**src/design/hufd_ram.sv**
```systemverilog
// Generic single-write, single-read synchronous RAM with registered read data.
// No dependencies.
module hufd_ram #(
    parameter int WIDTH = 8,
    parameter int DEPTH = 16,
    localparam int AW = $clog2(DEPTH)
) (
    input  logic             clk,
    input  logic             we,
    input  logic [AW-1:0]    waddr,
    input  logic [WIDTH-1:0] wdata,
    input  logic             re,
    input  logic [AW-1:0]    raddr,
    output logic [WIDTH-1:0] rdata
);

    logic [WIDTH-1:0] mem [DEPTH];
    logic [WIDTH-1:0] rdata_reg;

    always_ff @(posedge clk)
    begin
        if (we)
        begin
            mem[waddr] <= wdata;
        end
        if (re)
        begin
            rdata_reg <= mem[raddr];
        end
    end

    assign rdata = rdata_reg;

endmodule

```
**config.mk**
```make
export PLATFORM = sky130hd
export DESIGN_NAME = hufd_ram
export DESIGN_NICKNAME = d
export VERILOG_FILES = /design/src/design/hufd_ram.sv
export SDC_FILE = /design/constraint.sdc
export NUM_CORES = 1
export LEC_CHECK = 0
export ABC_AREA = 1
export ABC_CLOCK_PERIOD_IN_PS = 2620
export BUFFER_PORTS_ARGS = -buffer_cell sky130_fd_sc_hd__buf_2
export CAP_MARGIN = 10
export CORE_ASPECT_RATIO = 0.9
export CORE_UTILIZATION = 25
export DETAILED_ROUTE_END_ITERATION = 10
export PLACE_DENSITY_LB_ADDON = 0.15
export SYNTH_ARGS = -nofsm -noshare
export SYNTH_HDL_FRONTEND = slang
export SYNTH_SLANG_ARGS = --single-unit
```
**constraint.sdc**
```tcl
create_clock -name clk -period 2.62 [get_ports clk]
set_input_delay 0.262 -clock clk [delete_from_list [all_inputs] [get_ports clk]]
set_output_delay 0.262 -clock clk [all_outputs]
set_load 0.005 [all_outputs]
```
==> results.toml <==
[logic_synthesis]
syn_area_per_cell_um2 = 10.6
synth_area_um2 = 5850
ys_seq_area_frac = 0.698
synth-seq-cells = 136
yosysWarnings = 0
synth.distinct_cells = 11
postSynthCellCount = 551
synthesis.nets = 570

[cts]
numCtsBuffers = 17
cts_setup_buffers = 0
clk_pin_slew_ps = 60
clk_latency_ps = 420
clock_path_buffers = 2
cts_root_buf = "clkbuf_16"
cts_hold_buf = 0
cts_sinks = 136
h-tree-depth = 4
cts_tree = "done"
cts_resized = 0

[floorplanning]
die_w_um = 163
coreArea_um2 = 22700
rows = 52
die_area_um2 = 24000
ios = 27
dieHeight_um = 147
start_util = 0.257

[worst_setup_path]
required_ps = 2770
cp.arrival_ps = 1610
cp-start-kind = "input pin"
criticalPathCategory = "in2reg"
crit_fanout = 64
crit_start = "raddr[0]"
r2r_start = "mem[11][4]"
worstSetupEndpointType = "flip-flop"

[detailed_routing]
finalWirelength_um = 15300
avgViaCountPerCell = 4.26
drt_iter0_markers = 313
wl_per_cell_um = 17.2
drt_first_pass_iters = 5
ant_nets = 0
drcViolationCount = 0
via_count = 3788

[cells_and_area]
syn_to_final_growth_pct = 16.6
fill_cells = 2346
drive_gt1_frac = 0.102
multi_input_area_um2 = 1210
final_util = 0.300
seq_area_um2 = 4080
largest_reg_flops = 128
final_nets = 598

[global_route]
grt_busiest_layer = "met1"
grt_use_met1 = 0.205
grt_start_max_net_pins = 65
met2_usage = 0.193
grt_pass1_vias = 3696
grt_usage = 0.137
antenna_found_initial = 0
grt-ovfl-total = 0
use_met3 = 0.0305
grt_pass1_wl_um = 23400

[hold_path]
hp-class = "in2reg"
min_from = "re"

[timing]
fin_crit_sh = 0.556
maxSlewViolCount = 0
period_minus_slack_ps = 1460
slew_headroom = 0.419
finalClockSkew_ps = 9.30
grt_setup_unrepaired = "false"
worstMarginPinSlew_ps = 868
clock.fmax_ghz = 0.687
finalSetupViolations = 0
final-hold-violation-count = 0
tns_ps = 0

[power]
intPower_uw = 4000
p_sw_uw = 1110
power_frac_seq = 0.482
p_per_area_nw_per_um2 = 750
p_clk_frac = 0.459
swShare = 0.217
ir_worst_vdd_mv = 0.379
comb_power_share = 0.058
power_leakage_uw = 0.00284

[flow_run]
drv_cap = 0

[placed_design]
gp_congestion = 0.757
port_buffers = 26
dp_hpwl_um = 9580

[outcome]
status = "completed"
[Yosys cell counts]
cell	n	area (µm²)
edfxtp_1	136	4080
buf_6	6	67.6
nand2_1	173	649
inv_1	100	375
nand3b_1	2	15.0
nand3_1	97	485
buf_4	4	30.0
nor2_1	17	63.8
buf_2	13	65.1
buf_1	1	3.75
inv_2	2	7.51
[final cells by class]
type	count	area share
Antenna cell	1	0.000367
Clock buffer	20	0.0640
Clock inverter	11	0.0193
Inverter	102	0.0562
Multi-Input combinational cell	289	0.178
Sequential cell	136	0.599
Tap cell	297	0.0545
Timing Repair Buffer	33	0.0286
[metal layers]
metal	vias to the layer above	routed length [µm]
met1	1853	7870
met5	-	0
met3	16	607
met4	0	187
met2	78	6620
li1	1841	-
[placed cells by master (no fill, tap or decap)]
cell | synthesis | final
inv_2 | 2 | 2
buf_2 | 13 | 26
clkbuf_1 | 0 | 3
clkbuf_16 | 0 | 17
nand3_1 | 97 | 97
nand2_1 | 173 | 173
nand3b_1 | 2 | 2
buf_4 | 4 | 6
bufinv_16 | 0 | 3
edfxtp_1 | 136 | 136
diode_2 | 0 | 1
clkinvlp_4 | 0 | 2
nor2_1 | 17 | 17
inv_1 | 100 | 100
clkinv_2 | 0 | 3
buf_12 | 0 | 1
clkinv_1 | 0 | 3
[worst max-delay path, cell delays in order]
cell and delay (ps):
buf_2 90, buf_4 570, nand2_1 120, nand3_1 120, nand3_1 130, nand3_1 160, nand2_1 120
[worst paths after layout]
kind,endpoint,slack (ps),cells past startpoint
setup reg to reg,rdata[4],1360,6
setup / recovery,rdata[4],1160,7
hold / removal,rdata[7],210,1
hold reg to reg,rdata[2],760,6
[logic make-up after synthesis]
group                  Yosys count  synth area share
DFF                            136             0.698
and+or+nand+nor                289             0.208
buffers and inverters          126            0.0939
[stage by stage]
stage | power, µW | setup WS [ps] | area, µm² | cells | hold slack, ps
detailed placement | 2820 | 713 | 6250 | 857 | 645
global route | 5290 | 1020 | 6820 | 888 | 203
global placement | 2820 | 693 | 6250 | 857 | 645
CTS | 5170 | 1160 | 6820 | 888 | 201
finish | 5120 | 1160 | 6820 | 889 | 207
floorplan | 2680 | 1410 | 5850 | 551 | 361
[power groups by stage]
stage	sequential, µW	combinational, µW	clock [µW]
2_1_floorplan	2510	172	0
3_3_place_gp	2510	308	0
3_5_place_dp	2510	308	0
4_1_cts	2470	309	2390
5_1_grt	2470	339	2480
6_report	2470	298	2350
Note: power is estimated with default switching activity, not from simulation.
