[src/design/hufd_pkg.sv]
// Shared types and constants for the serialized-tree Huffman decoder.
// No dependencies; hufd_outq, hufd_ctrl and the top level import this package.
package hufd_pkg;

    localparam int ALPHABET_SIZE = 256;
    localparam int STACK_DEPTH   = 256;

    localparam int NODE_MAX   = 2 * ALPHABET_SIZE - 1;
    localparam int NODE_AW    = $clog2(NODE_MAX);
    localparam int NODES_W    = $clog2(NODE_MAX + 1);
    localparam int STACK_AW   = $clog2(STACK_DEPTH);
    localparam int STACK_TW   = STACK_AW + 1;

    // Node entry: [18] leaf flag, [17:9] left index, [8:0] right index or symbol.
    localparam int NODE_IDX_W = 9;
    localparam int ENTRY_W    = 2 * NODE_IDX_W + 1;
    localparam int LEAF_BIT   = ENTRY_W - 1;
    localparam int SYM_W      = 8;

    typedef logic [ENTRY_W-1:0]    entry_t;
    typedef logic [NODE_IDX_W-1:0] node_idx_t;

    typedef enum logic [2:0] {
        PH_TREE,
        PH_LEAF,
        PH_SKIP,
        PH_DECODE,
        PH_DONE,
        PH_ERROR
    } phase_t;

    typedef enum logic [1:0] {
        ENG_IDLE,
        ENG_WALK,
        ENG_POP
    } eng_state_t;

    typedef struct packed {
        logic             valid;
        logic [SYM_W-1:0] symbol;
        logic             status;
        logic             last;
    } result_t;

    typedef struct packed {
        logic walking;
        logic popping;
    } ctrl_stat_t;

endpackage

[src/design/hufd_outq.sv]
// Two-entry result buffer between the decode engine and the output stream.
// Depends on hufd_pkg.
module hufd_outq
    import hufd_pkg::*;
(
    input  logic             clk,
    input  logic             rst_n,
    input  result_t          push,
    output logic             full,
    output logic             m_tvalid,
    input  logic             m_tready,
    output logic [SYM_W-1:0] m_tdata,
    output logic             m_tlast,
    output logic             m_tuser
);

    result_t    q0_reg, q0_next;
    result_t    q1_reg, q1_next;
    logic [1:0] count_reg, count_next;
    logic       pop;

    assign pop = (count_reg != 2'd0) && m_tready;

    always_comb
    begin
        q0_next    = q0_reg;
        q1_next    = q1_reg;
        count_next = count_reg;
        if (pop)
        begin
            q0_next    = q1_reg;
            count_next = count_reg - 2'd1;
        end
        if (push.valid)
        begin
            // land in the first free slot after a possible pop
            if (count_next == 2'd0)
            begin
                q0_next = push;
            end
            else
            begin
                q1_next = push;
            end
            count_next = count_next + 2'd1;
        end
    end

    always_ff @(posedge clk or negedge rst_n)
    begin
        if (!rst_n)
        begin
            count_reg <= 2'd0;
        end
        else
        begin
            count_reg <= count_next;
        end
    end

    always_ff @(posedge clk)
    begin
        q0_reg <= q0_next;
        q1_reg <= q1_next;
    end

    assign full     = (count_reg == 2'd2);
    assign m_tvalid = (count_reg != 2'd0);
    assign m_tdata  = q0_reg.symbol;
    assign m_tlast  = q0_reg.last;
    assign m_tuser  = q0_reg.status;

endmodule

[config.mk]
export PLATFORM = sky130hd
export DESIGN_NAME = hufd_outq
export DESIGN_NICKNAME = d
export VERILOG_FILES = /design/src/design/hufd_pkg.sv /design/src/design/hufd_outq.sv
export SDC_FILE = /design/constraint.sdc
export NUM_CORES = 1
export LEC_CHECK = 0
export ABC_AREA = 0
export BUFFER_PORTS_ARGS = -buffer_cell sky130_fd_sc_hd__buf_2
export CAP_MARGIN = 20
export CORE_UTILIZATION = 45
export CTS_BUF_LIST = sky130_fd_sc_hd__clkbuf_8
export DETAILED_ROUTE_END_ITERATION = 10
export GPL_TIMING_DRIVEN = 1
export HOLD_SLACK_MARGIN = 0.05
export PLACE_DENSITY = 0.75
export SYNTH_ARGS = -nofsm -noshare
export SYNTH_HDL_FRONTEND = slang
export SYNTH_SLANG_ARGS = --single-unit
[constraint.sdc]
create_clock -name clk -period 6.35 [get_ports clk]
set_input_delay 0.635 -clock clk [delete_from_list [all_inputs] [get_ports clk]]
set_output_delay 0.635 -clock clk [all_outputs]
set_load 0.05 [all_outputs]
==> metrics.csv, run 1 <==
stage;metric;value;unit
die;dieArea;2176;um2
grt;grt_max_degree;21;
detailed_routing;wl;1.546;mm
clock_tree;clock_latency;0.27;ns
setup_path;worstPathArrival;2.44;ns
die;die_h;46.65;um
layout;final-seq-area;550.5;um2
status;status;finished clean;
grt;grt_antenna_before_repair;0;
setup_path;worst_ep_required_time;6.24;ns
yosys;synth_edf_count;10;
layout;multi_input_area;307.8;um2
yosys;synth_area;897.1;um2
timing;finalSetupTns;0;ns
clock_tree;clk_path_buf_depth;2;
die;rows;15;
yosys;synth_top_cell_by_area;edfxtp_1;
placed_design;io_buffers;25;
setup_path;crit_path_max_incr_delay;0.67;ns
clock_tree;cts-root-buf;clkbuf_8;
setup_path;endpoint_kind;register;
clock_tree;cts_setup_buffers;0;
timing;slew_headroom;0.4229;
layout;largest_reg_flops;10;
timing;rsz0062_at_grt;false;
setup_path;cp_slowest_cell;nor2b_1;
yosys;ys.flop_type;edfxtp_1;
setup_path;crit_chain;inv_1 -> ha_1 -> nand2b_4 -> mux2_4 -> ha_1 -> nor2b_1;
timing;finalHoldViolCount;0;
grt;grtUsageTotal;0.1732;
clock_tree;postCtsResizedCells;0;
clock_tree;postCtsHoldBufs;0;
clock_tree;cts_num_sinks;22;
detailed_routing;vias;568;
die;core-area;1802;um2
layout;diodes;0;
detailed_routing;firstDrtPassIters;4;
setup_path;cpMostUsedCell;ha_1;
grt;grt-ovfl-total;0;
yosys;syn_nets;86;
die;io_pins;26;
setup_path;path_delay_family;simple AND/OR/NAND/NOR gates;
placed_design;hpwl;1.069;mm
setup_path;path_max_fanout;12;
detailed_routing;drcViolationCount;0;
placed_design;gp_congestion;0.6596;
setup_path;timing_worst_setup_path_type;register to register;
timing;period_share;0.4001;
clock_tree;clk_pin_slew;0.08;ns
yosys;synth_most_common_cell;nand2_1;
yosys;ys_seq_area_frac;0.6137;
grt;grt_use_met3;0.05882;
layout;fillers;158;
die;start_util;0.4979;
layout;area_growth;22.31;%
detailed_routing;ant_nets;0;
timing;setup_viol;0;
grt;busiest_layer;met2;
timing;worstMarginPinSlew;0.8639;ns
grt;use_met1;0.2074;
timing;slew_violations;0;
yosys;ys_async_sr_fraction;0.09091;
setup_path;start_kind;register;
grt;use_met2;0.2500;
clock_tree;cts.htree.levels;1;
layout;drive_gt1_frac;0.3579;
timing;fmax;393.6;MHz
layout;nets;113;
clock_tree;cts_made_buffers;3;
setup_path;critPathBufInv;1;
detailed_routing;detail_route.iter0.violations;4;
yosys;synth_warnings;0;
yosys;ys_types;18;
detailed_routing;vias_per_cell;4.733;
clock_tree;cts_tree;built;
yosys;netlist_instances;69;
yosys;synth_top_area_frac;0.3347;
timing;period_minus_slack;2.541;ns
min_path;min_path_type;primary input to asynchronous set/reset pin;
yosys;synth_common_cells;11 x nand2_1, 10 x dfxtp_1, 10 x edfxtp_1, 10 x mux2i_1, 9 x o21ai_1;
grt;grt_pass1_vias;511;
yosys;avgSynthCellArea;13.00;um2
yosys;ys_seq_elements;22;
timing;finalClockSkew;0.005557;ns
detailed_routing;drt-wirelength-per-cell;12.88;um
die;die_w;46.65;um
flow_run;max_cap_violations;0;
yosys;ys_top_cells_by_area;edfxtp_1 33%, dfxtp_1 22%, mux2i_1 11%;
grt;grt_pass1_wl;2.332;mm
## kinds of logic after synthesis
logic type,share of synthesized area
AOI/OAI and AO/OA,0.06974
xor gates and xnor gates,0.02790
adders and majority gates,0.04185
buffers and inverters,0.04323
DFF,0.6137
muxes,0.1283
and+or+nand+nor,0.07532
## cell type report
class,instances,area share
sequential,22,0.5017
multi-input combinational,41,0.2805
timing repair buffer,25,0.1140
clock buffer,3,0.03763
tap,25,0.02851
clock inverter,1,0.02737
inverter,3,0.01026
## per-stage QoR
stage          setup WS [ns]  area (um2)  hold slack [ns]  utilization  instances
3_5_place_dp           3.784        1026           0.4238       0.5694        116
4_1_cts                3.788        1097           0.1378       0.6090        120
3_3_place_gp           3.871        1026           0.4197       0.5694        116
6_report               3.809        1097           0.1415       0.6090        120
2_1_floorplan          4.199       897.1           0.3394            -         69
5_1_grt                3.609        1097           0.1340       0.6090        120
## metal layers
| metal | vias up | part of all wire |
|---|---|---|
| met1 | 256 | 0.46 |
| met2 | 18 | 0.45 |
| met3 | 5 | 0.050 |
| met4 | 0 | 0.031 |
| li1 | 289 | - |
| met5 | - | 0 |
## placed cells by master (no fill, tap or decap), drive strengths merged
cell,netlist,layout
bufinv,0,1
buf,2,25
o21ai,11,11
and2,1,1
mux2i,10,10
mux2,1,1
dfrtp,2,2
dfxtp,10,10
nand2b,1,1
edfxtp,10,10
clkbuf,1,3
nand2,11,11
nor2b,1,1
xnor2,2,2
ha,3,3
inv,3,3
## path summary, 6_finish.rpt
check                                       start                endpoint  slack (ns)  depth (start not counted)
hold / removal                              rst_n  count_reg[0]$_DFF_PN0_        0.14                          1
setup reg to reg           count_reg[0]$_DFF_PN0_     q1_reg[7]$_DFFE_PP_        3.81                          6
hold reg to reg               q1_reg[9]$_DFFE_PP_      m_tdata[7]$_DFF_P_        0.52                          2
max in group asynchronous                   rst_n  count_reg[1]$_DFF_PN0_        6.11                          1
setup / recovery           count_reg[0]$_DFF_PN0_     q1_reg[7]$_DFFE_PP_        3.81                          6
min in group clk              q1_reg[9]$_DFFE_PP_      m_tdata[7]$_DFF_P_        0.52                          2
Power of run 1 is left out: the tool's default activity adds up to more than one toggle a clock period on the data nets, which glitch-free logic cannot reach.
==> run 2, diff against run 1 <==
--- a/config.mk
+++ b/config.mk
@@ -5,7 +5,7 @@
 export SDC_FILE = /design/constraint.sdc
 export NUM_CORES = 1
 export LEC_CHECK = 0
-export ABC_AREA = 0
+export ABC_AREA = 1
 export BUFFER_PORTS_ARGS = -buffer_cell sky130_fd_sc_hd__buf_2
 export CAP_MARGIN = 20
 export CORE_UTILIZATION = 45
@@ -13,7 +13,7 @@
 export DETAILED_ROUTE_END_ITERATION = 10
 export GPL_TIMING_DRIVEN = 1
 export HOLD_SLACK_MARGIN = 0.05
-export PLACE_DENSITY = 0.75
+export PLACE_DENSITY = 0.76
 export SYNTH_ARGS = -nofsm -noshare
 export SYNTH_HDL_FRONTEND = slang
 export SYNTH_SLANG_ARGS = --single-unit
==> constraint.sdc (replaced) <==
create_clock -name clk -period 2.2 [get_ports clk]
set_input_delay 0.22 -clock clk [delete_from_list [all_inputs] [get_ports clk]]
set_output_delay 0.22 -clock clk [all_outputs]
set_load 0.05 [all_outputs]
==> metrics.csv, run 2 <==
stage;metric;value;unit;change
status;status;finished clean;;unchanged
clock_tree;clk_pin_slew;0.07;ns;was 0.08 ns
grt;grt_max_degree;16;;was 21
layout;final_cell_mix;39 x nand2_1, 26 x nand3_1, 25 x buf_2;;was 25 x buf_2, 11 x nand2_1, 10 x mux2i_1, 10 x dfxtp_1, 10 x edfxtp_1
layout;drive_gt1_frac;0.2267;;was 0.3579
timing;finalHoldViolCount;0;;unchanged
die;dieArea;2408;um2;was 2176 um2
yosys;synth_top_cell_by_area;edfxtp_1;;unchanged
layout;largest_reg_flops;10;;unchanged
layout;area_growth;21.20;%;was 22.31%
die;rows;16;;was 15
setup_path;worst_ep_required_time;2.35;ns;was 6.24 ns
die;die_h;49.08;um;was 46.65 um
layout;fin_util;0.5978;;was 0.6090
grt;grtUsageTotal;0.1642;;was 0.1732
placed_design;hpwl;1.329;mm;was 1.069 mm
timing;fmax;507.8;MHz;was 393.6 MHz
detailed_routing;drcViolationCount;0;;unchanged
setup_path;endpoint_kind;register;;unchanged
timing;rsz0062_at_grt;false;;unchanged
grt;grt_pass1_vias;720;;was 511
clock_tree;clk_path_buf_depth;2;;unchanged
detailed_routing;drt-wirelength-per-cell;10.46;um;was 12.88 um
detailed_routing;detail_route.iter0.violations;19;;was 4
detailed_routing;firstDrtPassIters;4;;unchanged
min_path;hp-start;push[0];;
timing;setup_viol;0;;unchanged
setup_path;cp_slowest_cell;dfrtp_1;;was nor2b_1
yosys;avgSynthCellArea;8.241;um2;was 13.00 um2
setup_path;reg2reg_from;count_reg[0]$_DFF_PN0_;;unchanged
timing;period_minus_slack;1.969;ns;was 2.541 ns
power;power.density;1593;nW/um2;
grt;grt-ovfl-total;0;;unchanged
setup_path;path_max_fanout;15;;was 12
timing;period_share;0.8952;;was 0.4001
die;die_w;49.08;um;was 46.65 um
power;vdd_drop_max;731.0;uV;
grt;grt_pass1_wl;3.111;mm;was 2.332 mm
yosys;synth_edf_count;10;;unchanged
setup_path;r2r_setup_slack;0.23;ns;was 3.81 ns
layout;final_common_cell;nand2_1;;was buf_2
yosys;synth_common_cells;39 x nand2_1, 26 x nand3_1, 23 x inv_1;;was 11 x nand2_1, 10 x dfxtp_1, 10 x edfxtp_1, 10 x mux2i_1, 9 x o21ai_1
layout;nets;168;;was 113
power;report.power.total;1.925;mW;
die;start_util;0.4932;;was 0.4979
clock_tree;clock_latency;0.25;ns;was 0.27 ns
timing;finalSetupTns;0;ns;unchanged
layout;diodes;0;;unchanged
layout;fillers;200;;was 158
clock_tree;cts_made_buffers;3;;unchanged
detailed_routing;vias;822;;was 568
detailed_routing;wl;1.851;mm;was 1.546 mm
setup_path;crit_path_max_incr_delay;0.39;ns;was 0.67 ns
detailed_routing;ant_nets;0;;unchanged
detailed_routing;vias_per_cell;4.644;;was 4.733
timing;worstMarginPinSlew;0.2740;ns;was 0.8639 ns
flow_run;max_cap_violations;0;;unchanged
die;core-area;2022;um2;was 1802 um2
setup_path;critPathBufInv;3;;was 1
setup_path;crit_chain;inv_1 -> ha_1 -> inv_2 -> nand2_2 -> nand2_1 -> nand2_1 -> ha_1 -> nand2_1 -> clkinvlp_4 -> nand2_1 -> nand2_1;;was inv_1 -> ha_1 -> nand2b_4 -> mux2_4 -> ha_1 -> nor2b_1
yosys;netlist_instances;121;;was 69
clock_tree;cts_tree;built;;unchanged
yosys;ys_top_cells_by_area;edfxtp_1 30%, dfxtp_1 20%, nand2_1 15%;;was edfxtp_1 33%, dfxtp_1 22%, mux2i_1 11%
yosys;ys_async_sr_fraction;0.09091;;unchanged
placed_design;placed_area;1150;um2;was 1026 um2
placed_design;gp_congestion;0.7434;;was 0.6596
yosys;synth_area;997.2;um2;was 897.1 um2
yosys;ys_types;14;;was 18
timing;finalClockSkew;0.001472;ns;was 0.005557 ns
placed_design;io_buffers;25;;unchanged
setup_path;worstRegToRegCells;11;;was 6
clock_tree;cts.htree.levels;1;;unchanged
min_path;min_path_type;primary input to register;;was primary input to asynchronous set/reset pin
clock_tree;cts-root-buf;clkbuf_8;;unchanged
yosys;synth_most_common_cell;nand2_1;;unchanged
yosys;syn_nets;138;;was 86
setup_path;start_kind;register;;unchanged
yosys;ys.flop_type;edfxtp_1;;unchanged
timing;slew_violations;0;;unchanged
setup_path;worstPathArrival;2.12;ns;was 2.44 ns
clock_tree;cts_num_sinks;22;;unchanged
yosys;ys_seq_elements;22;;unchanged
yosys;synth_warnings;0;;unchanged
setup_path;timing_worst_setup_path_type;register to register;;unchanged
yosys;ys_seq_area_frac;0.5521;;was 0.6137
min_path;min_path_cells;1;;
power;p_leak;0.6647;nW;
timing;slew_headroom;0.8173;;was 0.4229
setup_path;path_delay_family;simple AND/OR/NAND/NOR gates;;unchanged
setup_path;cpMostUsedCell;nand2_1;;was ha_1
die;io_pins;26;;unchanged
grt;grt_antenna_before_repair;0;;unchanged
min_path;holdPathEnd;q1_reg[0]$_DFFE_PP_;;
yosys;synth_top_area_frac;0.3011;;was 0.3347
setup_path;r2r-end;m_tdata[2]$_DFF_P_;;was q1_reg[7]$_DFFE_PP_
layout;design_area;1209;um2;was 1097 um2
-- run 2: cell count changes after synthesis, moves of 2 or more --
| cell | change |
|---|---|
| nand2_1 | +28 |
| o21ai_2 | -2 |
| buf_2 | +2 |
| nand3_1 | +26 |
| mux2i_1 | -10 |
| inv_1 | +20 |
| o21ai_1 | -9 |
-- run 2: power breakdown --
part / switching, mW / leakage (nW) / internal, mW
clock: 0.117 / 0.0269 / 0.124
combinational: 0.762 / 0.434 / 0.265
sequential: 0.0619 / 0.204 / 0.595
-- run 2: repair_timing --
action | in CTS | in global routing
hold buffers | 1 | 0
endpoints found under the hold margin | 2 | 0
buffers inserted | 0 | 0
gates resized for setup | 0 | 1
setup endpoints to repair | 0 | 5
-- run 2: layer usage --
| layer | global-route usage | vias up | part of all wire |
|---|---|---|---|
| met2 | 0.2740 | 14 | 0.50 |
| met4 | 0.04412 | 0 | 0 |
| met1 | 0.2144 | 375 | 0.46 |
| li1 | - | 433 | - |
| met5 | 0 | - | 0 |
| met3 | 0.03427 | 0 | 0.035 |
-- run 2: cells by family (layout without fill, tap and decap cells) --
family | count (synthesis) | count (layout) | share of synthesized area
fa+ha+maj | 3 | 3 | 0.03765
simple gates | 67 | 67 | 0.2873
buf+inv | 29 | 58 | 0.1230
flops | 22 | 22 | 0.5521
-- run 2: stage by stage --
| stage | setup WS [ns] | std cells | hold WS (ns) |
|---|---|---|---|
| 6_report | 0.2306 | 177 | 0.1552 |
| 5_1_grt | 0.03957 | 177 | 0.1432 |
| 4_1_cts | 0.1881 | 177 | 0.1503 |
| 3_5_place_dp | 0.2052 | 172 | 0.009958 |
| 3_3_place_gp | 0.3106 | 172 | 0.006920 |
| 2_1_floorplan | 0.2645 | 121 | -0.07559 |
-- run 2: area by class of cell --
type,count,area (um2),share of cell area
flip-flops and latches,22,550.5,0.4555
repair buffers,29,157.7,0.1304
clock buffers,3,41.29,0.03416
well taps,27,33.78,0.02795
multi-input cells,70,324.1,0.2681
inverters,25,97.59,0.08075
clock inverters,1,3.754,0.003106
-- run 2: worst max-delay path by stage --
stage / cells after the start / end / from / slack, ns
2_1_floorplan: 8 / q1_reg[0]$_DFFE_PP_ / count_reg[0]$_DFF_PN0_ / 0.26
3_3_place_gp: 11 / m_tdata[2]$_DFF_P_ / count_reg[0]$_DFF_PN0_ / 0.31
3_5_place_dp: 11 / m_tdata[5]$_DFF_P_ / count_reg[0]$_DFF_PN0_ / 0.21
4_1_cts: 11 / m_tdata[2]$_DFF_P_ / count_reg[0]$_DFF_PN0_ / 0.19
5_1_grt: 11 / m_tdata[2]$_DFF_P_ / count_reg[0]$_DFF_PN0_ / 0.04
6_report: 11 / m_tdata[2]$_DFF_P_ / count_reg[0]$_DFF_PN0_ / 0.23
No activity file was read; power rests on OpenSTA's default activity.
