<file path="config.mk">
export PLATFORM = sky130hd
export DESIGN_NAME = hufd_ctrl
export DESIGN_NICKNAME = d
export VERILOG_FILES = /design/src/design/hufd_pkg.sv /design/src/design/hufd_ctrl.sv
export SDC_FILE = /design/constraint.sdc
export NUM_CORES = 1
export LEC_CHECK = 0
export ABC_AREA = 0
export BUFFER_PORTS_ARGS = -buffer_cell sky130_fd_sc_hd__buf_2
export CAP_MARGIN = 20
export CORE_MARGIN = 3
export CORE_UTILIZATION = 50
export CTS_BUF_LIST = sky130_fd_sc_hd__clkbuf_16
export CTS_CLUSTER_DIAMETER = 100
export DETAILED_ROUTE_END_ITERATION = 8
export GPL_ROUTABILITY_DRIVEN = 0
export PLACE_DENSITY_LB_ADDON = 0.15
export SYNTH_ARGS = -nofsm -noshare
export SYNTH_HDL_FRONTEND = slang
export SYNTH_SLANG_ARGS = --single-unit
</file>
<file path="constraint.sdc">
create_clock -name clk -period 12.6 [get_ports clk]
set_input_delay 2.52 -clock clk [delete_from_list [all_inputs] [get_ports clk]]
set_output_delay 2.52 -clock clk [all_outputs]
set_load 0.03 [all_outputs]
</file>
<file path="src/design/hufd_pkg.sv">
// Shared types and constants for the serialized-tree Huffman decoder.
// No dependencies; hufd_outq, hufd_ctrl and the top level import this package.
package hufd_pkg;

    localparam int ALPHABET_SIZE = 256;
    localparam int STACK_DEPTH   = 256;

    localparam int NODE_MAX   = 2 * ALPHABET_SIZE - 1;
    localparam int NODE_AW    = $clog2(NODE_MAX);
    localparam int NODES_W    = $clog2(NODE_MAX + 1);
    localparam int STACK_AW   = $clog2(STACK_DEPTH);
    localparam int STACK_TW   = STACK_AW + 1;

    // Node entry: [18] leaf flag, [17:9] left index, [8:0] right index or symbol.
    localparam int NODE_IDX_W = 9;
    localparam int ENTRY_W    = 2 * NODE_IDX_W + 1;
    localparam int LEAF_BIT   = ENTRY_W - 1;
    localparam int SYM_W      = 8;

    typedef logic [ENTRY_W-1:0]    entry_t;
    typedef logic [NODE_IDX_W-1:0] node_idx_t;

    typedef enum logic [2:0] {
        PH_TREE,
        PH_LEAF,
        PH_SKIP,
        PH_DECODE,
        PH_DONE,
        PH_ERROR
    } phase_t;

    typedef enum logic [1:0] {
        ENG_IDLE,
        ENG_WALK,
        ENG_POP
    } eng_state_t;

    typedef struct packed {
        logic             valid;
        logic [SYM_W-1:0] symbol;
        logic             status;
        logic             last;
    } result_t;

    typedef struct packed {
        logic walking;
        logic popping;
    } ctrl_stat_t;

endpackage

</file>
<file path="src/design/hufd_ctrl.sv">
// Tree load and decode sequencer around the node table and pending-stack RAMs.
// Depends on hufd_pkg; drives the two hufd_ram instances in the top level.
module hufd_ctrl
    import hufd_pkg::*;
(
    input  logic                clk,
    input  logic                rst_n,
    input  logic                cfg_we,
    input  logic [31:0]         cfg_wdata,
    input  logic                in_valid,
    output logic                in_ready,
    input  logic                code_bit,
    input  logic                byte_end,
    input  logic                frame_start,
    input  logic                q_full,
    output result_t             res,
    output ctrl_stat_t          stat,
    output logic                node_we,
    output logic [NODE_AW-1:0]  node_waddr,
    output entry_t              node_wdata,
    output logic                node_re,
    output logic [NODE_AW-1:0]  node_raddr,
    input  entry_t              node_rdata,
    output logic                stk_we,
    output logic [STACK_AW-1:0] stk_waddr,
    output node_idx_t           stk_wdata,
    output logic                stk_re,
    output logic [STACK_AW-1:0] stk_raddr,
    input  node_idx_t           stk_rdata
);

    phase_t               phase_reg, phase_next;
    eng_state_t           eng_reg, eng_next;
    logic [STACK_TW-1:0]  stack_top_reg, stack_top_next;
    logic [NODES_W-1:0]   nodes_used_reg, nodes_used_next;
    logic [SYM_W-1:0]     leaf_shift_reg, leaf_shift_next;
    logic [2:0]           leaf_bits_reg, leaf_bits_next;
    entry_t               cur_entry_reg, cur_entry_next;
    entry_t               root_entry_reg, root_entry_next;
    logic [31:0]          symbols_left_reg, symbols_left_next;
    logic [31:0]          symbol_count_reg;

    // state as seen by the accepted bit, after a frame start clear
    phase_t               ph_eff;
    logic [STACK_TW-1:0]  top_eff;
    logic [NODES_W-1:0]   used_eff;
    logic [SYM_W-1:0]     shift_eff;
    logic [2:0]           bits_eff;
    logic [SYM_W-1:0]     new_shift;
    logic [NODES_W-1:0]   leaf_pos;
    node_idx_t            walk_idx;
    logic                 accept;
    logic                 emit;
    logic [SYM_W-1:0]     emit_sym;

    assign accept   = in_valid && in_ready;
    assign in_ready = (eng_reg == ENG_IDLE) && !q_full;

    always_comb
    begin
        ph_eff    = frame_start ? PH_TREE : phase_reg;
        top_eff   = frame_start ? '0 : stack_top_reg;
        used_eff  = frame_start ? '0 : nodes_used_reg;
        shift_eff = frame_start ? '0 : leaf_shift_reg;
        bits_eff  = frame_start ? '0 : leaf_bits_reg;
        new_shift = {shift_eff[SYM_W-2:0], code_bit};
        leaf_pos  = used_eff - NODES_W'(1);
        walk_idx  = code_bit ? cur_entry_reg[NODE_IDX_W-1:0]
                             : cur_entry_reg[2*NODE_IDX_W-1:NODE_IDX_W];

        phase_next        = phase_reg;
        eng_next          = eng_reg;
        stack_top_next    = stack_top_reg;
        nodes_used_next   = nodes_used_reg;
        leaf_shift_next   = leaf_shift_reg;
        leaf_bits_next    = leaf_bits_reg;
        cur_entry_next    = cur_entry_reg;
        root_entry_next   = root_entry_reg;
        symbols_left_next = symbols_left_reg;

        node_we    = 1'b0;
        node_waddr = '0;
        node_wdata = '0;
        node_re    = 1'b0;
        node_raddr = '0;
        stk_we     = 1'b0;
        stk_waddr  = '0;
        stk_wdata  = '0;
        stk_re     = 1'b0;
        stk_raddr  = '0;

        res      = '0;
        emit     = 1'b0;
        emit_sym = '0;

        unique case (eng_reg)
            ENG_IDLE:
            begin
                if (accept)
                begin
                    phase_next      = ph_eff;
                    stack_top_next  = top_eff;
                    nodes_used_next = used_eff;
                    leaf_shift_next = shift_eff;
                    leaf_bits_next  = bits_eff;
                    unique case (ph_eff)
                        PH_TREE:
                        begin
                            if (used_eff == NODES_W'(NODE_MAX))
                            begin
                                phase_next = PH_ERROR;
                                res.valid  = 1'b1;
                                res.status = 1'b1;
                            end
                            else if (code_bit)
                            begin
                                nodes_used_next = used_eff + NODES_W'(1);
                                leaf_shift_next = '0;
                                leaf_bits_next  = '0;
                                phase_next      = PH_LEAF;
                            end
                            else if (top_eff == STACK_TW'(STACK_DEPTH))
                            begin
                                phase_next = PH_ERROR;
                                res.valid  = 1'b1;
                                res.status = 1'b1;
                            end
                            else
                            begin
                                // internal node: left child is the next node
                                nodes_used_next = used_eff + NODES_W'(1);
                                node_we    = 1'b1;
                                node_waddr = NODE_AW'(used_eff);
                                node_wdata = {1'b0, NODE_IDX_W'(used_eff + NODES_W'(1)),
                                              NODE_IDX_W'(0)};
                                stk_we     = 1'b1;
                                stk_waddr  = top_eff[STACK_AW-1:0];
                                stk_wdata  = NODE_IDX_W'(used_eff);
                                stack_top_next = top_eff + STACK_TW'(1);
                                if (used_eff == '0)
                                begin
                                    root_entry_next = node_wdata;
                                end
                            end
                        end
                        PH_LEAF:
                        begin
                            leaf_shift_next = new_shift;
                            leaf_bits_next  = bits_eff + 3'd1;
                            if (bits_eff == 3'd7)
                            begin
                                leaf_bits_next = '0;
                                node_we    = 1'b1;
                                node_waddr = NODE_AW'(leaf_pos);
                                node_wdata = {1'b1, {(ENTRY_W-1-SYM_W){1'b0}}, new_shift};
                                if (leaf_pos == '0)
                                begin
                                    root_entry_next = node_wdata;
                                end
                                if (top_eff == '0)
                                begin
                                    if (byte_end)
                                    begin
                                        symbols_left_next = symbol_count_reg;
                                        cur_entry_next    = root_entry_next;
                                        phase_next = (symbol_count_reg == '0) ? PH_DONE
                                                                               : PH_DECODE;
                                    end
                                    else
                                    begin
                                        phase_next = PH_SKIP;
                                    end
                                end
                                else
                                begin
                                    // pop the parent waiting for its right link
                                    stack_top_next = top_eff - STACK_TW'(1);
                                    stk_re     = 1'b1;
                                    stk_raddr  = stack_top_next[STACK_AW-1:0];
                                    phase_next = PH_TREE;
                                    eng_next   = ENG_POP;
                                end
                            end
                        end
                        PH_SKIP:
                        begin
                            if (byte_end)
                            begin
                                symbols_left_next = symbol_count_reg;
                                cur_entry_next    = root_entry_reg;
                                phase_next = (symbol_count_reg == '0) ? PH_DONE : PH_DECODE;
                            end
                        end
                        PH_DECODE:
                        begin
                            if (root_entry_reg[LEAF_BIT])
                            begin
                                // single-leaf tree: every bit yields the root symbol
                                emit     = 1'b1;
                                emit_sym = root_entry_reg[SYM_W-1:0];
                            end
                            else
                            begin
                                node_re    = 1'b1;
                                node_raddr = walk_idx[NODE_AW-1:0];
                                eng_next   = ENG_WALK;
                            end
                        end
                        PH_DONE, PH_ERROR:
                        begin
                        end
                        default:
                        begin
                        end
                    endcase
                end
            end
            ENG_WALK:
            begin
                eng_next = ENG_IDLE;
                if (node_rdata[LEAF_BIT])
                begin
                    emit           = 1'b1;
                    emit_sym       = node_rdata[SYM_W-1:0];
                    cur_entry_next = root_entry_reg;
                end
                else
                begin
                    cur_entry_next = node_rdata;
                end
            end
            ENG_POP:
            begin
                // patch the right link; the left link is always parent + 1
                eng_next   = ENG_IDLE;
                node_we    = 1'b1;
                node_waddr = stk_rdata[NODE_AW-1:0];
                node_wdata = {1'b0, node_idx_t'(stk_rdata + node_idx_t'(1)),
                              NODE_IDX_W'(nodes_used_reg)};
                if (stk_rdata == '0)
                begin
                    root_entry_next = node_wdata;
                end
            end
            default:
            begin
                eng_next = ENG_IDLE;
            end
        endcase

        if (emit)
        begin
            symbols_left_next = symbols_left_reg - 32'd1;
            res.valid  = 1'b1;
            res.symbol = emit_sym;
            res.last   = (symbols_left_reg == 32'd1);
            if (symbols_left_reg == 32'd1)
            begin
                phase_next = PH_DONE;
            end
        end
    end

    always_ff @(posedge clk or negedge rst_n)
    begin
        if (!rst_n)
        begin
            phase_reg        <= PH_TREE;
            eng_reg          <= ENG_IDLE;
            stack_top_reg    <= '0;
            nodes_used_reg   <= '0;
            leaf_shift_reg   <= '0;
            leaf_bits_reg    <= '0;
            symbols_left_reg <= '0;
            symbol_count_reg <= '0;
        end
        else
        begin
            phase_reg        <= phase_next;
            eng_reg          <= eng_next;
            stack_top_reg    <= stack_top_next;
            nodes_used_reg   <= nodes_used_next;
            leaf_shift_reg   <= leaf_shift_next;
            leaf_bits_reg    <= leaf_bits_next;
            symbols_left_reg <= symbols_left_next;
            if (cfg_we)
            begin
                symbol_count_reg <= cfg_wdata;
            end
        end
    end

    always_ff @(posedge clk)
    begin
        cur_entry_reg  <= cur_entry_next;
        root_entry_reg <= root_entry_next;
    end

    assign stat.walking = (eng_reg == ENG_WALK);
    assign stat.popping = (eng_reg == ENG_POP);

endmodule

</file>
==> impl_metrics.ini, run 1 <==
[sta]
max_slew_vio_count = 0
post-route-period-util = 0.775
timing_worst_slew_pin_value_ns = 0.953
finClkSkew_ns = 0.0133
finalSetupTns_ns = 0
max_freq_mhz = 102
final-setup-viol-count = 0
timing_hold_violations_final = 0
timing.max_slew.rel_slack = 0.361
rsz0062_at_grt = no
hold-worst-slack_ns = 0.480
fin_crit_ns = 9.76

[finish]
antenna_cells = 0
fill_cells = 1579
final_cells = 1333
fin_area_um2 = 10300
synthToLayoutAreaGrowth_pct = 15.7
final_nets = 1179
drive_above_1_share = 0.232

[floorplanning]
i_o_pins = 148
initial_core_util = 0.512
die_height_um = 139
design.core.area_um2 = 17400
die_width_um = 139
design.die.area_um2 = 19400
std_cell_rows = 48

[synth]
synthCells = 989
yosys-top-cells-count = sky130_fd_sc_hd__nand2_1 (105), sky130_fd_sc_hd__dfrtp_1 (97), sky130_fd_sc_hd__nor2_1 (83)
synth_seq_cells = 134
synth.avg_cell_area_um2 = 8.99
mappedNetlistNets = 1073
post_synth_and_or_nand_nor_area_fraction = 0.245
ys_async_sr_fraction = 0.724
postSynth.topFlopCell = sky130_fd_sc_hd__dfrtp_1
synth-adder-area-share = 0.0225
post-synth-top-count-cell = sky130_fd_sc_hd__nand2_1
synth_sequential_area_ratio = 0.398
synth.area.top_cells = sky130_fd_sc_hd__dfrtp_1 (27%), sky130_fd_sc_hd__edfxtp_1 (13%), sky130_fd_sc_hd__mux2_2 (4.4%)
synth_compound_area_frac = 0.186
yosysWarnings = 0
yosys-mux-area-fraction = 0.0770
xor_xnor_portion_of_the_synthesized_cell_area = 0.0217
netlist.top_cell.by_area = sky130_fd_sc_hd__dfrtp_1
netlist-cell-type-count = 77
synth_enable_flop_cells = 37
main_combinational_cell_family_by_area_after_synthesis = simple AND/OR/NAND/NOR gates
syn-cell-area_um2 = 8890
synth_top_cell_area_share = 0.273

[job]
timing.max_cap.violations = 0

[global_routing]
grt_overflow_total = 0
antenna_found_initial = 0
number_of_global_route_vias_before_repair = 7886
grt_util_all_layers = 0.274
grt_start_max_net_pins = 77
global_route_wire_length_before_repair_um = 43100

[route]
drt_first_iter_violations = 918
wl_met3_um = 1980
routed.top_layer = met4
detail_route.vias_per_cell = 6.33
routed_wirelength_um = 26900
drc_errors = 0
via_count = 8434
met2_wirelength_um = 12800
drt_first_pass_iters = 6
detail_route.wirelength.met1_um = 11300
drt.antenna.violating_nets = 0
drt-wirelength-per-cell_um = 20.2

[worst_hold_path]
hold_class = reg2reg
min_from = leaf_bits_reg[0]

[clock_tree]
clk-insertion-delay-late_ns = 0.42
max_root_sink_buffers = 2
cts_tree = done
post-cts-setup-buffer-count = 0
cts.reportedPaths.clkPinSlew_ns = 0.06
cts_repair_resize_count = 0
cts_sinks = 134
cts.root.buffer_cell = sky130_fd_sc_hd__clkbuf_16
holdBufCountCts = 0
cts.htree.levels = 4
numCtsBuffers = 17

[setup_path]
crit_type = in2out
worst_setup_path_end_kind = output pin
cp_max_fo = 55
reg2reg_from = nodes_used_reg[0]
startpoint_type = input port
cp_data_arrival_time_ns = 7.24
crit_start = frame_start
worstPathRequired_ns = 10.08

[power_and_ir_drop]
power_per_cell_area_nw_per_um2 = 134
power.ir.vdd_worst_uv = 118
leakagePower_nw = 4.65

[placed_design]
hpwl_after_detailed_placement_um = 18500
post-place-cells = 1301
count_of_buffers_from_port_buffering = 147
dpl-instance-area_um2 = 9720

[run_status]
outcome = complete, no violations
## final timing paths
kind / slack (ns) / end / cells after the start
setup / recovery: 2.84 / node_wdata[10] / 17
hold / removal: 0.48 / leaf_bits_reg[0] / 1
setup reg to reg: 8.72 / root_entry_reg[18] / 12
hold reg to reg: 0.48 / leaf_bits_reg[0] / 1
max in group asynchronous: 9.33 / symbols_left_reg[13] / 2
min in group asynchronous: 1.99 / stack_top_reg[1] / 1
## cell type report
class                      instances  area [um^2]  share of cell area
timing repair buffer             164          866              0.0842
inverter                          33          124              0.0120
clock buffer                      18          450              0.0438
multi-input combinational        745         4910               0.478
sequential                       134         3540               0.344
clock inverter                    14          109              0.0106
tap                              225          282              0.0274
## power breakdown
group,total [mW],internal (mW),switching (mW)
combinational,0.307,0.129,0.178
sequential,0.593,0.512,0.0806
clock,0.479,0.281,0.197
total,1.38,0.922,0.456
## cells by family after synthesis
group,count (synthesis)
muxes,64
adders and majority gates,16
and+or+nand+nor,416
AOI/OAI and AO/OA,227
xor gates and xnor gates,22
buffers and inverters,110
DFF,134
## metal layers
layer | up-vias | GRT usage
li1 | 3907 | -
met1 | 4057 | 0.368
met2 | 417 | 0.440
met3 | 53 | 0.0546
met4 | 0 | 0.0999
met5 | - | 0
## per-stage QoR
stage	util	power, mW	setup WS [ns]
floorplan	-	0.803	4.17
global placement	0.560	0.895	3.16
detailed placement	0.560	0.899	2.98
CTS	0.592	1.38	2.96
global route	0.592	1.45	2.59
finish	0.592	1.38	2.84
## layout by cell type, fill, tap and decap left out, types with 16 or more instances in the layout
cell,n
sky130_fd_sc_hd__dfrtp_1,97
sky130_fd_sc_hd__inv_1,35
sky130_fd_sc_hd__buf_2,146
sky130_fd_sc_hd__mux2i_1,29
sky130_fd_sc_hd__mux2_2,35
sky130_fd_sc_hd__nand3_1,62
sky130_fd_sc_hd__nand2_1,105
sky130_fd_sc_hd__a22o_1,28
sky130_fd_sc_hd__o21ai_0,42
sky130_fd_sc_hd__edfxtp_1,37
sky130_fd_sc_hd__and3_1,20
sky130_fd_sc_hd__nor4_1,20
sky130_fd_sc_hd__ha_1,16
sky130_fd_sc_hd__nor2_1,83
sky130_fd_sc_hd__buf_4,18
sky130_fd_sc_hd__nor3_1,34
sky130_fd_sc_hd__nand4_1,16
sky130_fd_sc_hd__clkbuf_16,18
sky130_fd_sc_hd__a21oi_1,25
## critical path, stage by stage
cell	delay, ns
sky130_fd_sc_hd__buf_2	0.07
sky130_fd_sc_hd__buf_4	0.44
sky130_fd_sc_hd__inv_1	0.08
sky130_fd_sc_hd__buf_4	0.27
sky130_fd_sc_hd__nand2_1	0.22
sky130_fd_sc_hd__inv_1	0.12
sky130_fd_sc_hd__ha_1	0.28
sky130_fd_sc_hd__and3_1	0.23
sky130_fd_sc_hd__and3_1	0.18
sky130_fd_sc_hd__ha_1	0.24
sky130_fd_sc_hd__nor2_1	0.43
sky130_fd_sc_hd__o31a_1	0.41
sky130_fd_sc_hd__nand3_1	0.55
sky130_fd_sc_hd__inv_1	0.65
sky130_fd_sc_hd__a22oi_1	0.14
sky130_fd_sc_hd__nor2_1	0.15
sky130_fd_sc_hd__buf_2	0.22
(Power assumes the default switching activity.)
==> inputs of run 2 (changes only) <==
Clock period 12.6 ns to 8.2 ns, I/O delays scaled along.
==> run 2 against run 1 <==
Sequential cell count unchanged. Clock skew down 0.0018 ns. Non-clock buffer count down 5. Hold slack better by 0.012 ns. Critical path depth down 2. Final cell count down 0.38%. Via count down 0.34%. First-iteration DRC count down 8.4%. Setup slack worse by 2.2 ns. Sequential power up 54%. Die area unchanged. Largest power group unchanged.
==> impl_metrics.ini, run 2 (synthesis results as in run 1) <==
[clock_tree]
post-cts-setup-buffer-count = 0
cts_sinks = 134
cts.root.buffer_cell = sky130_fd_sc_hd__clkbuf_16
cts_repair_resize_count = 0
cts_tree = done
cts.htree.levels = 4
clk-insertion-delay-late_ns = 0.42
cts.reportedPaths.clkPinSlew_ns = 0.06
holdBufCountCts = 0
numCtsBuffers = 17
max_root_sink_buffers = 2

[sta]
final-setup-viol-count = 0
max_slew_vio_count = 0
timing.max_slew.rel_slack = 0.351
rsz0062_at_grt = no
fin_crit_ns = 7.55
max_freq_mhz = 132
finClkSkew_ns = 0.0115
timing_worst_slew_pin_value_ns = 0.971
timing_hold_violations_final = 0
post-route-period-util = 0.921
finalSetupTns_ns = 0

[power_and_ir_drop]
power.ir.vdd_worst_uv = 134
leakagePower_nw = 4.64
power_per_cell_area_nw_per_um2 = 210
report.power.total_mw = 2.17

[finish]
final_nets = 1174
synthToLayoutAreaGrowth_pct = 15.8
layout.cells.most_common = sky130_fd_sc_hd__buf_2
sequential_cell_area_um2 = 3540
fill_cells = 1559
antenna_cells = 0
multiInputGateArea_um2 = 4910
drive_above_1_share = 0.228
most_frequent_cells_in_the_layout = sky130_fd_sc_hd__buf_2 (146), sky130_fd_sc_hd__nand2_1 (105), sky130_fd_sc_hd__dfrtp_1 (97), sky130_fd_sc_hd__nor2_1 (83), sky130_fd_sc_hd__nand3_1 (62)

[job]
timing.max_cap.violations = 0

[route]
via_count = 8405
drt_first_pass_iters = 6
drt_first_iter_violations = 841
drt.antenna.violating_nets = 0
detail_route.vias_per_cell = 6.33
drt-wirelength-per-cell_um = 20.1
drc_errors = 0
routed_wirelength_um = 26700

[global_routing]
grt_util_met2 = 0.438
grt_start_max_net_pins = 71
global_route_wire_length_before_repair_um = 42800
number_of_global_route_vias_before_repair = 7953
grt_util_met1 = 0.361
grt_overflow_total = 0
grt_util_all_layers = 0.272
grtUsageMet3 = 0.0543
antenna_found_initial = 0
global_route.peak_usage_layer = met2

[setup_path]
crit_type = in2out
cp_max_fo = 20
crit_start = frame_start
cp_data_arrival_time_ns = 5.91
reg2reg_slack_ns = 4.04
reg2reg_from = nodes_used_reg[0]
worst_setup_path_end_kind = output pin
startpoint_type = input port
worstPathRequired_ns = 6.56
worstReg2RegEnd = root_entry_reg[18]
worst_r2r_path_depth = 11

[floorplanning]
initial_core_util = 0.512
design.die.area_um2 = 19400
die_height_um = 139
die_width_um = 139
design.core.area_um2 = 17400
std_cell_rows = 48
i_o_pins = 148

[worst_hold_path]
hold_class = reg2reg
hold-path-endpoint = leaf_bits_reg[2]
min_from = leaf_bits_reg[2]
hold_depth = 1

[placed_design]
hpwl_after_detailed_placement_um = 18600
count_of_buffers_from_port_buffering = 147

[run_status]
outcome = complete, no violations
## run 2: changes by cell type in the layout (fill, tap and decap cells not counted)
cell / before / now
sky130_fd_sc_hd__clkbuf_16: 18 / 19
sky130_fd_sc_hd__inv_2: 0 / 1
sky130_fd_sc_hd__inv_4: 2 / 1
sky130_fd_sc_hd__bufinv_16: 1 / 2
sky130_fd_sc_hd__clkinv_1: 1 / 2
sky130_fd_sc_hd__clkinv_2: 4 / 0
sky130_fd_sc_hd__clkinvlp_4: 0 / 1
sky130_fd_sc_hd__buf_4: 18 / 13
## run 2: layer usage
metal  routed length [um]  vias to the layer above
met5                    0                        -
met4                  932                        0
met3                 1970                       67
met2                12700                      393
met1                11100                     4043
li1                     -                     3902
## run 2: worst max path at each step
| stage | endpoint | slack, ns | cells past startpoint |
|---|---|---|---|
| floorplan | node_wdata[10] | 1.53 | 16 |
| global placement | node_wdata[10] | 0.83 | 15 |
| detailed placement | node_wdata[10] | 0.72 | 15 |
| CTS | node_wdata[10] | 0.71 | 15 |
| global route | node_wdata[10] | 0.27 | 15 |
| finish | node_wdata[10] | 0.65 | 15 |
## run 2: final cells by class
type,count,area share
inverters,33,0.0120
multi-input cells,745,0.478
well taps,225,0.0274
clock buffers,19,0.0462
flip-flops and latches,134,0.344
repair buffers,159,0.0805
clock inverters,13,0.0124
## run 2: worst max-delay path: stages
cell and delay (ns):
sky130_fd_sc_hd__buf_2 0.33, sky130_fd_sc_hd__inv_1 0.21, sky130_fd_sc_hd__nand2_1 0.22, sky130_fd_sc_hd__inv_1 0.11, sky130_fd_sc_hd__ha_1 0.27, sky130_fd_sc_hd__and3_1 0.22
sky130_fd_sc_hd__and3_1 0.18, sky130_fd_sc_hd__ha_1 0.24, sky130_fd_sc_hd__nor2_1 0.43, sky130_fd_sc_hd__o31a_1 0.39, sky130_fd_sc_hd__nand3_1 0.51, sky130_fd_sc_hd__inv_1 0.60
sky130_fd_sc_hd__a22oi_1 0.15, sky130_fd_sc_hd__nor2_1 0.17, sky130_fd_sc_hd__buf_2 0.23
## run 2: power by group
group	total, mW	switching, mW	leakage (nW)	internal (mW)
registers	0.914	0.126	1.55	0.787
logic	0.470	0.275	2.79	0.195
clock network	0.781	0.300	0.306	0.481
## run 2: metrics by stage
| stage | hold WS (ns) | std cells | setup slack (ns) | utilization | instance area, um^2 |
|---|---|---|---|---|---|
| final | 0.493 | 1328 | 0.649 | 0.593 | 10300 |
| after global routing | 0.512 | 1328 | 0.270 | 0.593 | 10300 |
| after CTS | 0.495 | 1328 | 0.706 | 0.593 | 10300 |
| after detailed placement | 0.478 | 1296 | 0.722 | 0.558 | 9690 |
| after global placement | 0.461 | 1296 | 0.832 | 0.558 | 9690 |
| after floorplan | 0.441 | 989 | 1.53 | - | 8890 |
